$ cat config.mk
export PLATFORM = sky130hd
export DESIGN_NAME = stream_pattern_mask
export DESIGN_NICKNAME = d
export VERILOG_FILES = /design/src/rtl/core/spm_pkg.sv /design/src/rtl/core/stream_pattern_mask.sv /design/src/rtl/core/spm_cell.sv /design/src/rtl/core/spm_ctrl.sv
export SDC_FILE = /design/constraint.sdc
export NUM_CORES = 1
export LEC_CHECK = 0
export ABC_AREA = 1
export BUFFER_PORTS_ARGS = -buffer_cell sky130_fd_sc_hd__buf_4
export CORE_MARGIN = 4
export CORE_UTILIZATION = 34
export DETAILED_ROUTE_END_ITERATION = 10
export PLACE_DENSITY = 0.53
export SYNTH_ARGS = -nofsm -noshare
export SYNTH_HDL_FRONTEND = slang
export SYNTH_SLANG_ARGS = --single-unit
$ cat constraint.sdc
create_clock -name aclk -period 4.6 [get_ports aclk]
set_input_delay 0.23 -clock aclk [delete_from_list [all_inputs] [get_ports aclk]]
set_output_delay 0.23 -clock aclk [all_outputs]
set_load 0.05 [all_outputs]
$ cat src/rtl/core/spm_pkg.sv
// ----------------------------------------------------------------------------
// spm_pkg
// Shared constants and types for the stream pattern mask block.
// ----------------------------------------------------------------------------
package spm_pkg;

    localparam int MAX_PATTERN_DEF = 8;
    localparam int MAX_PATTERN_LIM = 8;
    localparam int CNT_W = $clog2(MAX_PATTERN_LIM + 1);

    localparam logic [7:0] STAR_BYTE = 8'h2A;

    localparam int ADDR_W = 4;
    localparam logic REG_PATTERN_BYTES  = 1'b0;
    localparam logic REG_PATTERN_LENGTH = 1'b1;

    typedef struct packed {
        logic             pop;
        logic             ins;
        logic [CNT_W-1:0] cnt;
        logic [CNT_W-1:0] len;
    } cell_ctrl_t;

endpackage

$ cat src/rtl/core/stream_pattern_mask.sv
// ----------------------------------------------------------------------------
// stream_pattern_mask
// Masks every leftmost, non-overlapping occurrence of a configured byte
// pattern in a byte stream with asterisks of the same length.
//
//   Channel  Direction  Beat contents
//   s_       in         tdata[7:0] byte, tlast end of stream
//   m_       out        tdata[7:0] byte, tlast last beat of an input, tuser end
//   APB      in/out     0x0 pattern bytes (64 bits), 0x8 pattern length
//
// Each input beat enters a row of window cells, and the head byte leaves
// through the output register in the same cycle once the window holds a
// pattern length of bytes. A match or a stream end sends out one beat per
// cycle for the committed bytes while the output is not stalled and input is
// held off. Reset clears the window count and the output valid. A stall on the
// output holds the input side in the same cycle.
// ----------------------------------------------------------------------------
module stream_pattern_mask
    import spm_pkg::*;
#(
    parameter int MAX_PATTERN = MAX_PATTERN_DEF
) (
    input  logic              aclk,
    input  logic              aresetn,
    input  logic              s_tvalid,
    output logic              s_tready,
    input  logic [7:0]        s_tdata,   // [7:0] in_byte
    input  logic              s_tlast,
    output logic              m_tvalid,
    input  logic              m_tready,
    output logic [7:0]        m_tdata,   // [7:0] out_byte
    output logic              m_tlast,
    output logic              m_tuser,   // [0] stream_done
    input  logic              psel,
    input  logic              penable,
    input  logic              pwrite,
    input  logic [ADDR_W-1:0] paddr,
    input  logic [63:0]       pwdata,
    output logic [63:0]       prdata,
    output logic              pready
);

    logic [63:0]      pattern_bytes_reg;
    logic [3:0]       pattern_length_reg;
    logic [CNT_W-1:0] len;
    logic             cfg_wr;
    logic             reg_sel;
    cell_ctrl_t       cell_ctrl;
    logic [7:0]       cell_data [MAX_PATTERN];
    logic [7:0]       cell_view [MAX_PATTERN];
    logic [MAX_PATTERN-1:0] eq_ok;
    logic             hit;

    assign pready  = 1'b1;
    assign reg_sel = paddr[3];
    assign cfg_wr  = psel && penable && pwrite && pready;

    always_ff @(posedge aclk) begin
        if (!aresetn) begin
            pattern_bytes_reg  <= '0;
            pattern_length_reg <= 4'd1;
        end else if (cfg_wr) begin
            if (reg_sel == REG_PATTERN_BYTES) begin
                pattern_bytes_reg <= pwdata;
            end else begin
                pattern_length_reg <= pwdata[3:0];
            end
        end
    end

    always_comb begin
        if (reg_sel == REG_PATTERN_LENGTH) begin
            prdata = {60'd0, pattern_length_reg};
        end else begin
            prdata = pattern_bytes_reg;
        end
        if (pattern_length_reg == 4'd0) begin
            len = CNT_W'(1);
        end else if (pattern_length_reg > 4'(MAX_PATTERN)) begin
            len = CNT_W'(MAX_PATTERN);
        end else begin
            len = CNT_W'(pattern_length_reg);
        end
    end

    for (genvar i = 0; i < MAX_PATTERN; i++) begin : g_cell
        logic [7:0] right_data;
        if (i == MAX_PATTERN - 1) begin : g_tail
            assign right_data = s_tdata;
        end else begin : g_mid
            assign right_data = cell_data[i+1];
        end
        spm_cell #(
            .IDX (i)
        ) u_cell (
            .aclk       (aclk),
            .ctrl       (cell_ctrl),
            .in_byte    (s_tdata),
            .right_data (right_data),
            .pat_byte   (pattern_bytes_reg[8*i +: 8]),
            .data_o     (cell_data[i]),
            .view_o     (cell_view[i]),
            .eq_ok_o    (eq_ok[i])
        );
    end

    assign hit = &eq_ok;

    spm_ctrl #(
        .MAX_PATTERN (MAX_PATTERN)
    ) u_ctrl (
        .aclk      (aclk),
        .aresetn   (aresetn),
        .len       (len),
        .head_view (cell_view[0]),
        .head_data (cell_data[0]),
        .hit       (hit),
        .s_tvalid  (s_tvalid),
        .s_tready  (s_tready),
        .s_tlast   (s_tlast),
        .m_tvalid  (m_tvalid),
        .m_tready  (m_tready),
        .m_tdata   (m_tdata),
        .m_tlast   (m_tlast),
        .m_tuser   (m_tuser),
        .cell_ctrl (cell_ctrl)
    );

endmodule

$ cat src/rtl/core/spm_cell.sv
// ----------------------------------------------------------------------------
// spm_cell
// One window position: holds a pending byte, takes a new byte or its right
// neighbor's byte, and compares its window byte with its pattern byte.
// ----------------------------------------------------------------------------
module spm_cell
    import spm_pkg::*;
#(
    parameter int IDX = 0
) (
    input  logic       aclk,
    input  cell_ctrl_t ctrl,
    input  logic [7:0] in_byte,
    input  logic [7:0] right_data,
    input  logic [7:0] pat_byte,
    output logic [7:0] data_o,
    output logic [7:0] view_o,
    output logic       eq_ok_o
);

    logic [7:0] data_reg;
    logic [7:0] data_next;
    logic       load_here;
    logic       load_left;

    always_comb begin
        load_here = ctrl.ins && (ctrl.cnt == CNT_W'(IDX));
        load_left = ctrl.ins && (ctrl.cnt == CNT_W'(IDX + 1));
        view_o    = load_here ? in_byte : data_reg;
        eq_ok_o   = (view_o == pat_byte) || (CNT_W'(IDX) >= ctrl.len);
        if (ctrl.pop) begin
            data_next = load_left ? in_byte : right_data;
        end else begin
            data_next = view_o;
        end
    end

    always_ff @(posedge aclk) begin
        data_reg <= data_next;
    end

    assign data_o = data_reg;

endmodule

$ cat src/rtl/core/spm_ctrl.sv
// ----------------------------------------------------------------------------
// spm_ctrl
// Window sequencer and output register: decides per cycle whether the window
// head leaves as itself or as an asterisk, and tracks the beats of a step.
// ----------------------------------------------------------------------------
module spm_ctrl
    import spm_pkg::*;
#(
    parameter int MAX_PATTERN = MAX_PATTERN_DEF
) (
    input  logic             aclk,
    input  logic             aresetn,
    input  logic [CNT_W-1:0] len,
    input  logic [7:0]       head_view,
    input  logic [7:0]       head_data,
    input  logic             hit,
    input  logic             s_tvalid,
    output logic             s_tready,
    input  logic             s_tlast,
    output logic             m_tvalid,
    input  logic             m_tready,
    output logic [7:0]       m_tdata,
    output logic             m_tlast,
    output logic             m_tuser,
    output cell_ctrl_t       cell_ctrl
);

    logic [CNT_W-1:0] count_reg, count_next;
    logic [CNT_W-1:0] commit_reg, commit_next;
    logic             star_reg, star_next;
    logic             busy_reg, busy_next;
    logic             eos_reg, eos_next;
    logic             m_valid_reg;
    logic [7:0]       m_data_reg;
    logic             m_last_reg;
    logic             m_user_reg;

    logic             ostall;
    logic             ins;
    logic             burst;
    logic             decide;
    logic             emit;
    logic             more;
    logic             eos;
    logic [CNT_W-1:0] c;
    logic [CNT_W-1:0] rem;
    logic [7:0]       emit_byte;

    always_comb begin
        ostall      = m_valid_reg && !m_tready;
        s_tready    = !busy_reg && !ostall;
        ins         = s_tvalid && s_tready;
        burst       = busy_reg && (commit_reg != '0);
        decide      = !ostall && !burst && (busy_reg || ins);
        c           = count_reg + CNT_W'(ins);
        eos         = busy_reg ? eos_reg : s_tlast;
        emit        = 1'b0;
        more        = busy_reg;
        rem         = count_reg;
        emit_byte   = head_view;
        commit_next = commit_reg;
        star_next   = star_reg;

        if (burst && !ostall) begin
            emit        = 1'b1;
            emit_byte   = star_reg ? STAR_BYTE : head_data;
            rem         = count_reg - CNT_W'(1);
            commit_next = commit_reg - CNT_W'(1);
            if (commit_reg == CNT_W'(1)) begin
                more = (rem >= len) || (eos_reg && (rem != '0));
            end else begin
                more = 1'b1;
            end
        end else if (decide) begin
            if (c >= len) begin
                emit      = 1'b1;
                emit_byte = hit ? STAR_BYTE : head_view;
                rem       = c - CNT_W'(1);
                if (hit && (len > CNT_W'(1))) begin
                    commit_next = len - CNT_W'(1);
                    star_next   = 1'b1;
                    more        = 1'b1;
                end else begin
                    more = (rem >= len) || (eos && (rem != '0));
                end
            end else if (eos) begin
                emit        = 1'b1;
                emit_byte   = head_view;
                rem         = c - CNT_W'(1);
                commit_next = rem;
                star_next   = 1'b0;
                more        = (rem != '0);
            end else begin
                rem  = c;
                more = 1'b0;
            end
        end

        count_next = rem;
        busy_next  = more;
        eos_next   = (burst && !ostall) || decide ? (more && eos) : eos_reg;

        cell_ctrl.pop = emit;
        cell_ctrl.ins = ins;
        cell_ctrl.cnt = count_reg;
        cell_ctrl.len = len;
    end

    always_ff @(posedge aclk) begin
        if (!aresetn) begin
            count_reg   <= '0;
            commit_reg  <= '0;
            star_reg    <= 1'b0;
            busy_reg    <= 1'b0;
            eos_reg     <= 1'b0;
            m_valid_reg <= 1'b0;
        end else begin
            count_reg  <= count_next;
            commit_reg <= commit_next;
            star_reg   <= star_next;
            busy_reg   <= busy_next;
            eos_reg    <= eos_next;
            if (emit) begin
                m_valid_reg <= 1'b1;
            end else if (m_tready) begin
                m_valid_reg <= 1'b0;
            end
        end
    end

    always_ff @(posedge aclk) begin
        if (emit) begin
            m_data_reg <= emit_byte;
            m_last_reg <= !more;
            m_user_reg <= !more && eos;
        end
    end

    assign m_tvalid = m_valid_reg;
    assign m_tdata  = m_data_reg;
    assign m_tlast  = m_last_reg;
    assign m_tuser  = m_user_reg;

`ifndef NO_ASSERTIONS
    a_commit_busy: assert property (@(posedge aclk) disable iff (!aresetn)
        (commit_reg != '0) |-> busy_reg)
        else $error("committed beats outstanding while no step is active");

    a_commit_le_count: assert property (@(posedge aclk) disable iff (!aresetn)
        commit_reg <= count_reg)
        else $error("more committed beats than pending bytes");

    a_count_max: assert property (@(posedge aclk) disable iff (!aresetn)
        count_reg <= CNT_W'(MAX_PATTERN))
        else $error("window count exceeds its depth");

    a_done_empties: assert property (@(posedge aclk) disable iff (!aresetn)
        (emit && !more && eos) |=> (count_reg == '0) && !busy_reg)
        else $error("window not empty after the final beat of a stream");

    a_no_emit_on_stall: assert property (@(posedge aclk) disable iff (!aresetn)
        ostall |-> !emit && !ins)
        else $error("beat produced while the output register is stalled");
`endif

endmodule
Word level (Yosys, flattened, before mapping)
Index checks and enable logic that the tools add are counted.
W data, S select, Z words.

operators by class
  shifts and indexed selects = 0
  bitwise logic cells = 2
  equality and inequality tests = 18
  reduce and logical (&&, ||, !) cells = 53
  mux-type cells = 49
  $add $sub $neg = 5
  div/mod/pow operators = 0
  multipliers = 0
  magnitude comparators = 13

operators by type and width
  cell                   number
  $mux W8                21
  $eq A8 B8 Y1           8
  $mux W64               1
  $mux W4                11
  $logic_and A1 B1 Y1    22
  $eq A4 B3 Y1 const B   4
  $ge A3 B4 Y1 const A   4
  $mux W1                16
  $sub A4 B1 Y4 const B  4
  $ge A4 B4 Y1           3
  $logic_or A1 B1 Y1     12
  $reduce_bool A4 Y1     3
  $eq A4 B1 Y1 const B   2
  $eq A4 B2 Y1 const B   2
  $ge A1 B4 Y1 const A   2
  $ge A2 B4 Y1 const A   2
  $logic_not A4 Y1       2
  $reduce_and A8 Y1      1
  $reduce_bool A2 Y1     3
  $logic_not A1 Y1       5
  $add A4 B1 Y4          1
  $gt A4 B1 Y1 const B   1
  $gt A4 B4 Y1 const B   1
  $reduce_and A2 Y1      2
  6 further kinds        7

storage, ports and cells
  memories = 0
  output and inout bits = 77
  bits in writable memories = 0
  latch bits = 0
  bits of input ports = 84
  word-level logic and storage cells = 159
  memory bits (read-only) = 0
  bits in registers = 154

Depth between registers and ports, before layout
  depth in word-level cells = 17
  mapped depth = 22
  mapped depth without buffers = 21

Cells and area by module
Synthesis repeated with hierarchy kept, for this count alone.

second synthesis, totals
  cell total of the unflattened synthesis = 1970
  area, all modules = 11618.6 um^2

modules (own cells, without submodules)
  module                           sequential area each (um^2)  cells an instance  area each (um^2)  instances
  stream_pattern_mask              1361.3                       587                3519.6            1
  spm_ctrl                         540.5                        273                1938.1            1
  spm_cell (g_cell[2].u_cell ...)  160.2                        142                780.7             2
  spm_cell (g_cell[0].u_cell)      160.2                        138                804.5             1
  spm_cell (g_cell[1].u_cell)      160.2                        137                779.5             1
  spm_cell (g_cell[4].u_cell)      160.2                        142                778.2             1
  spm_cell (g_cell[6].u_cell)      160.2                        136                772.0             1
  spm_cell (g_cell[5].u_cell)      160.2                        141                734.5             1
  spm_cell (g_cell[3].u_cell)      160.2                        132                730.7             1

Least setup slack after synthesis
OpenSTA, ideal clock, no wires.

  path kind = register to register
  start point = reg u_ctrl.m_valid_reg (netlist: u_ctrl.m_tvalid)
  end point = reg u_ctrl.m_data_reg[0] (netlist: u_ctrl.m_tdata[0]), enable pin
  setup slack = 0.925 ns
  data arrival time = 3.344 ns
  clock period less this slack = 3.675 ns
  required time = 4.268 ns
  cell stages (with the launch flop) = 19
  setup time = 0.332 ns
  path through = dfxtp_1 -> nand2_1 -> nand3_4 -> buf_6 -> buf_6 -> inv_1 -> ha_1 -> ha_1 -> xnor2_1 -> inv_1 -> ha_1 -> nand4_1 -> nand3_1 -> nor2_1 -> inv_1 -> nand2_1 -> nand2_1 -> buf_2 -> buf_2

RTL lines
  element                   line             source
  start: declaration        spm_ctrl.sv:33   logic m_valid_reg;
  start signal: assignment  spm_ctrl.sv:116  m_valid_reg <= 1'b0;
  start signal: assignment  spm_ctrl.sv:124  m_valid_reg <= 1'b1;
  start signal: assignment  spm_ctrl.sv:126  m_valid_reg <= 1'b0;
  end signal: assignment    spm_ctrl.sv:133  m_data_reg <= emit_byte;
  end: declaration          spm_ctrl.sv:34   logic [7:0] m_data_reg;

Final worst setup path
  start point = reg u_ctrl.busy_reg
  end point = reg g_cell[4].u_cell.data_reg[1]

on the way
  cells in the longest elaborated chain, start to end = 9

RTL lines
  element                                  line             source
  start: declaration                       spm_ctrl.sv:31   logic busy_reg, busy_next;
  start signal: assignment                 spm_ctrl.sv:121  busy_reg <= busy_next;
  $logic_not A1 Y1                         spm_ctrl.sv:51   s_tready = !busy_reg && !ostall;
  $logic_and A1 B1 Y1                      spm_ctrl.sv:51
  $logic_and A1 B1 Y1                      spm_ctrl.sv:52   ins = s_tvalid && s_tready;
  $add A4 B1 Y4                            spm_ctrl.sv:55   c = count_reg + CNT_W'(ins);
  $ge A4 B4 Y1                             spm_ctrl.sv:75   if (c >= len) begin
  $mux W1                                  spm_ctrl.sv:75
  $mux W1                                  spm_ctrl.sv:74   end else if (decide) begin
  $mux W1                                  spm_ctrl.sv:64   if (burst && !ostall) begin
  $mux W8 *                                spm_cell.sv:31   if (ctrl.pop) begin
  named net g_cell[4].u_cell.data_next[1]  spm_cell.sv:22   logic [7:0] data_next;
  end signal: assignment                   spm_cell.sv:39   data_reg <= data_next;
  end: declaration                         spm_cell.sv:21   logic [7:0] data_reg;

Mark *: on every way through the listed nets, which the timed path passes. The rest lies on a longest branch.
A chain may end at the register's enable or synchronous reset.

==> out/results.ini <==
[status]
status = finished, final reports clean

[floorplanning]
rows = 58
die_x_um = 169.2
die-area_um2 = 28620
ioPinCount = 161
start_util_pct = 34.77
core_um2 = 25400
dieHeight_um = 169.2

[layout]
layout-drive-gt1-share_pct = 15.87
area_growth_pct = 22.22
fillers = 2760
antenna_cells = 0
final_util_pct = 42.49
nets = 1569
layout.cells.non_filler = 1798

[clocking]
path_clk_slew_ns = 0.06
cts_tree = done
cts_inserted_buffers = 17
insertion_delay_ns = 0.43
cts_setup_buffers = 0
cts_sinks = 154
h-tree-depth = 4
root_buffer = clkbuf_16
ctsResizeCount = 0
ctsHoldBuffers = 0
cts_buffer_depth = 2

[setup_path]
rr_startpoint = u_ctrl.busy_reg
crit_path_end_kind = register
critPathMaxFanout = 46
cp.arrival_ns = 3.87
cp.required_ns = 4.95
crit_path_start_kind = register
crit_path_start = u_ctrl.busy_reg
path_class = reg2reg

[place]
dpl.hpwl_um = 21130
place_inst = 1766
port_buffers = 156
gp_congestion = 0.8780

[global_routing]
track_usage_pct = 19.97
grt_overflow = 0
grt_max_degree = 85
antenna_found_initial = 0
grt_pass1_wl_um = 45660
grt_pass1_vias = 8487

[power]
sw_frac_of_total_pct = 45.05
power_switching_mw = 3.120
fin_total_pwr_mw = 6.927
p_int_mw = 3.807
share_comb_of_total_power_pct = 50.8
p_leak_nw = 4.899
p_seq_share_pct = 27.9
powerDensity_nw_per_um2 = 641.8
irDropWorstVdd_mv = 0.3223
clock_power_share_pct = 21.3

[synth]
ys_warn_count = 0
async_flop_share_pct = 0
ys.flop_type = dfxtp_1
avgSynthCellArea_um2 = 6.620
synth_nets = 1448
synth_cells = 1334
synth_cell_types = 45
ys_ff_latch = 154
ys_seq_area_share_pct = 36.04
synth-edff-count = 10
synthesis.area_um2 = 8831

[sta]
rsz0062_at_grt = false
period_needed_ns = 3.525
hold_viol = 0
max_freq_mhz = 283.7
drv_slew = 0
slew_headroom_pct = 44.47
fin_tns_setup_ns = 0
worst_pin_slew_ns = 0.8330
fin_crit_sh_pct = 76.63
setup_viol_count_final = 0
finalClockSkew_ns = 0.008606

[drt]
drtAntennaViolNets = 0
drt_iter0_drc = 581
via_count = 8890
wl_um = 28590
vias_per_cell = 4.944
dr.pass1.iters = 5
wl_per_cell_um = 15.90
drcViolationCount = 0

[flow_run]
max-cap-violations = 0

[worst_hold_path]
hold_path_class = in2reg
min_from = pwdata[13]

-- metrics by stage --
step | instance area, um^2 | hold WS, ns | setup WS, ns
6_report | 10790 | 0.07859 | 1.075
5_1_grt | 10790 | 0.08031 | 0.7099
4_1_cts | 10790 | 0.06761 | 1.092
3_5_place_dp | 10190 | 0.4709 | 1.146
3_3_place_gp | 10190 | 0.4690 | 1.224
2_1_floorplan | 8831 | 0.3784 | 0.9248
-- path summary, 6_finish.rpt --
path	endpoint	slack (ns)	depth (start not counted)
setup / recovery	g_cell[4].u_cell.data_o[1]	1.07	18
hold / removal	pattern_bytes_reg[13]	0.08	3
setup reg to reg	g_cell[4].u_cell.data_o[1]	1.07	18
hold reg to reg	u_ctrl.commit_reg[1]	0.49	2
-- power by group through the flow --
| stage | clock network (mW) | logic [mW] | registers, mW |
|---|---|---|---|
| global placement | 0 | 3.47 | 1.96 |
| floorplan | 0 | 2.45 | 2.10 |
| CTS | 1.50 | 3.53 | 1.94 |
| global route | 1.55 | 3.99 | 1.97 |
| detailed placement | 0 | 3.50 | 1.96 |
| finish | 1.47 | 3.52 | 1.93 |
-- synth_stat cells, drive strengths merged (2+ instances only) --
| master | number | area [um^2] |
|---|---|---|
| nand2 | 398 | 1534 |
| o21ai | 204 | 1032 |
| inv | 148 | 558.0 |
| dfxtp | 144 | 2883 |
| nor2 | 123 | 548.0 |
| a21oi | 86 | 434.2 |
| nand3 | 61 | 382.9 |
| clkbuf | 44 | 165.2 |
| ha | 30 | 375.4 |
| buf | 19 | 147.6 |
| a31oi | 16 | 100.1 |
| edfxtp | 10 | 300.3 |
| nand4 | 8 | 56.30 |
| o211ai | 7 | 52.55 |
| xor2 | 5 | 43.79 |
| o21a | 4 | 30.03 |
| o21bai | 4 | 30.03 |
| a22oi | 3 | 22.52 |
| clkinv | 3 | 11.26 |
| nor3 | 3 | 15.01 |
| xnor2 | 3 | 26.28 |
| a221oi | 2 | 17.52 |
| a32oi | 2 | 17.52 |
| or2 | 2 | 12.51 |
-- worst max-delay path, cell delays in order, from the launching register on --
cell     delay, ns
dfxtp_1       0.38
inv_2         0.09
nand3_4       0.09
inv_1         0.05
ha_1          0.19
ha_1          0.19
xnor2_1       0.21
inv_1         0.12
ha_1          0.31
nand4_1       0.09
nand3_1       0.10
buf_4         0.19
nor2_1        0.06
inv_1         0.14
nand2_1       0.12
nand2_4       0.36
buf_4         0.47
nor2_1        0.10
a31oi_1       0.17
-- layer usage --
layer | routed length (um) | global-route usage, % | part of all wire, % | vias up
li1 | - | - | - | 4562
met1 | 13860 | 27.98 | 48 | 4118
met2 | 13030 | 32.34 | 46 | 194
met3 | 1369 | 3.704 | 4.8 | 16
met4 | 326 | 4.235 | 1.1 | 0
met5 | 0 | 0 | 0 | -
-- placed cells by master, fill, tap and decap left out, types with 2 or more instances in the layout --
cell type    n
a31oi_1     16
ha_1        30
xnor2_1      3
buf_4      164
nor2_1     112
o211ai_1     7
clkbuf_16   18
nand2_1    389
dfxtp_1    144
inv_6        2
o21ai_2      3
nor2_4       9
xor2_1       5
clkbuf_1     3
clkinv_4     2
nand3_1     53
nand3_4      5
inv_2        5
a32oi_1      2
o21bai_1     4
clkinv_1     6
inv_1      142
nor3_1       3
nand4_1      7
a221oi_1     2
bufinv_16    3
nand2_4      5
o21ai_1     16
nand2_2      4
edfxtp_1    10
o21ai_0    185
a21oi_1     85
a22oi_1      3
nand3_2      3
or2_2        2
o21a_1       4
-- layout make-up --
type / count / area (um^2) / area share (%)
Timing Repair Buffer: 165 / 1251 / 11.59
Inverter: 151 / 570.5 / 5.286
Clock buffer: 21 / 461.7 / 4.278
Sequential cell: 154 / 3183 / 29.49
Multi-Input combinational cell: 966 / 4773 / 44.23
Clock inverter: 11 / 140.1 / 1.298
Tap cell: 330 / 412.9 / 3.826
-- cells by family after synthesis --
group           share of synthesized area, %
other cells                          0.04246
xor+xnor                              0.7935
buf+inv                                9.989
simple gates                           28.86
compound gates                         20.02
flops                                  36.04
fa+ha+maj                              4.250
No activity file was read; power rests on OpenSTA's default activity.
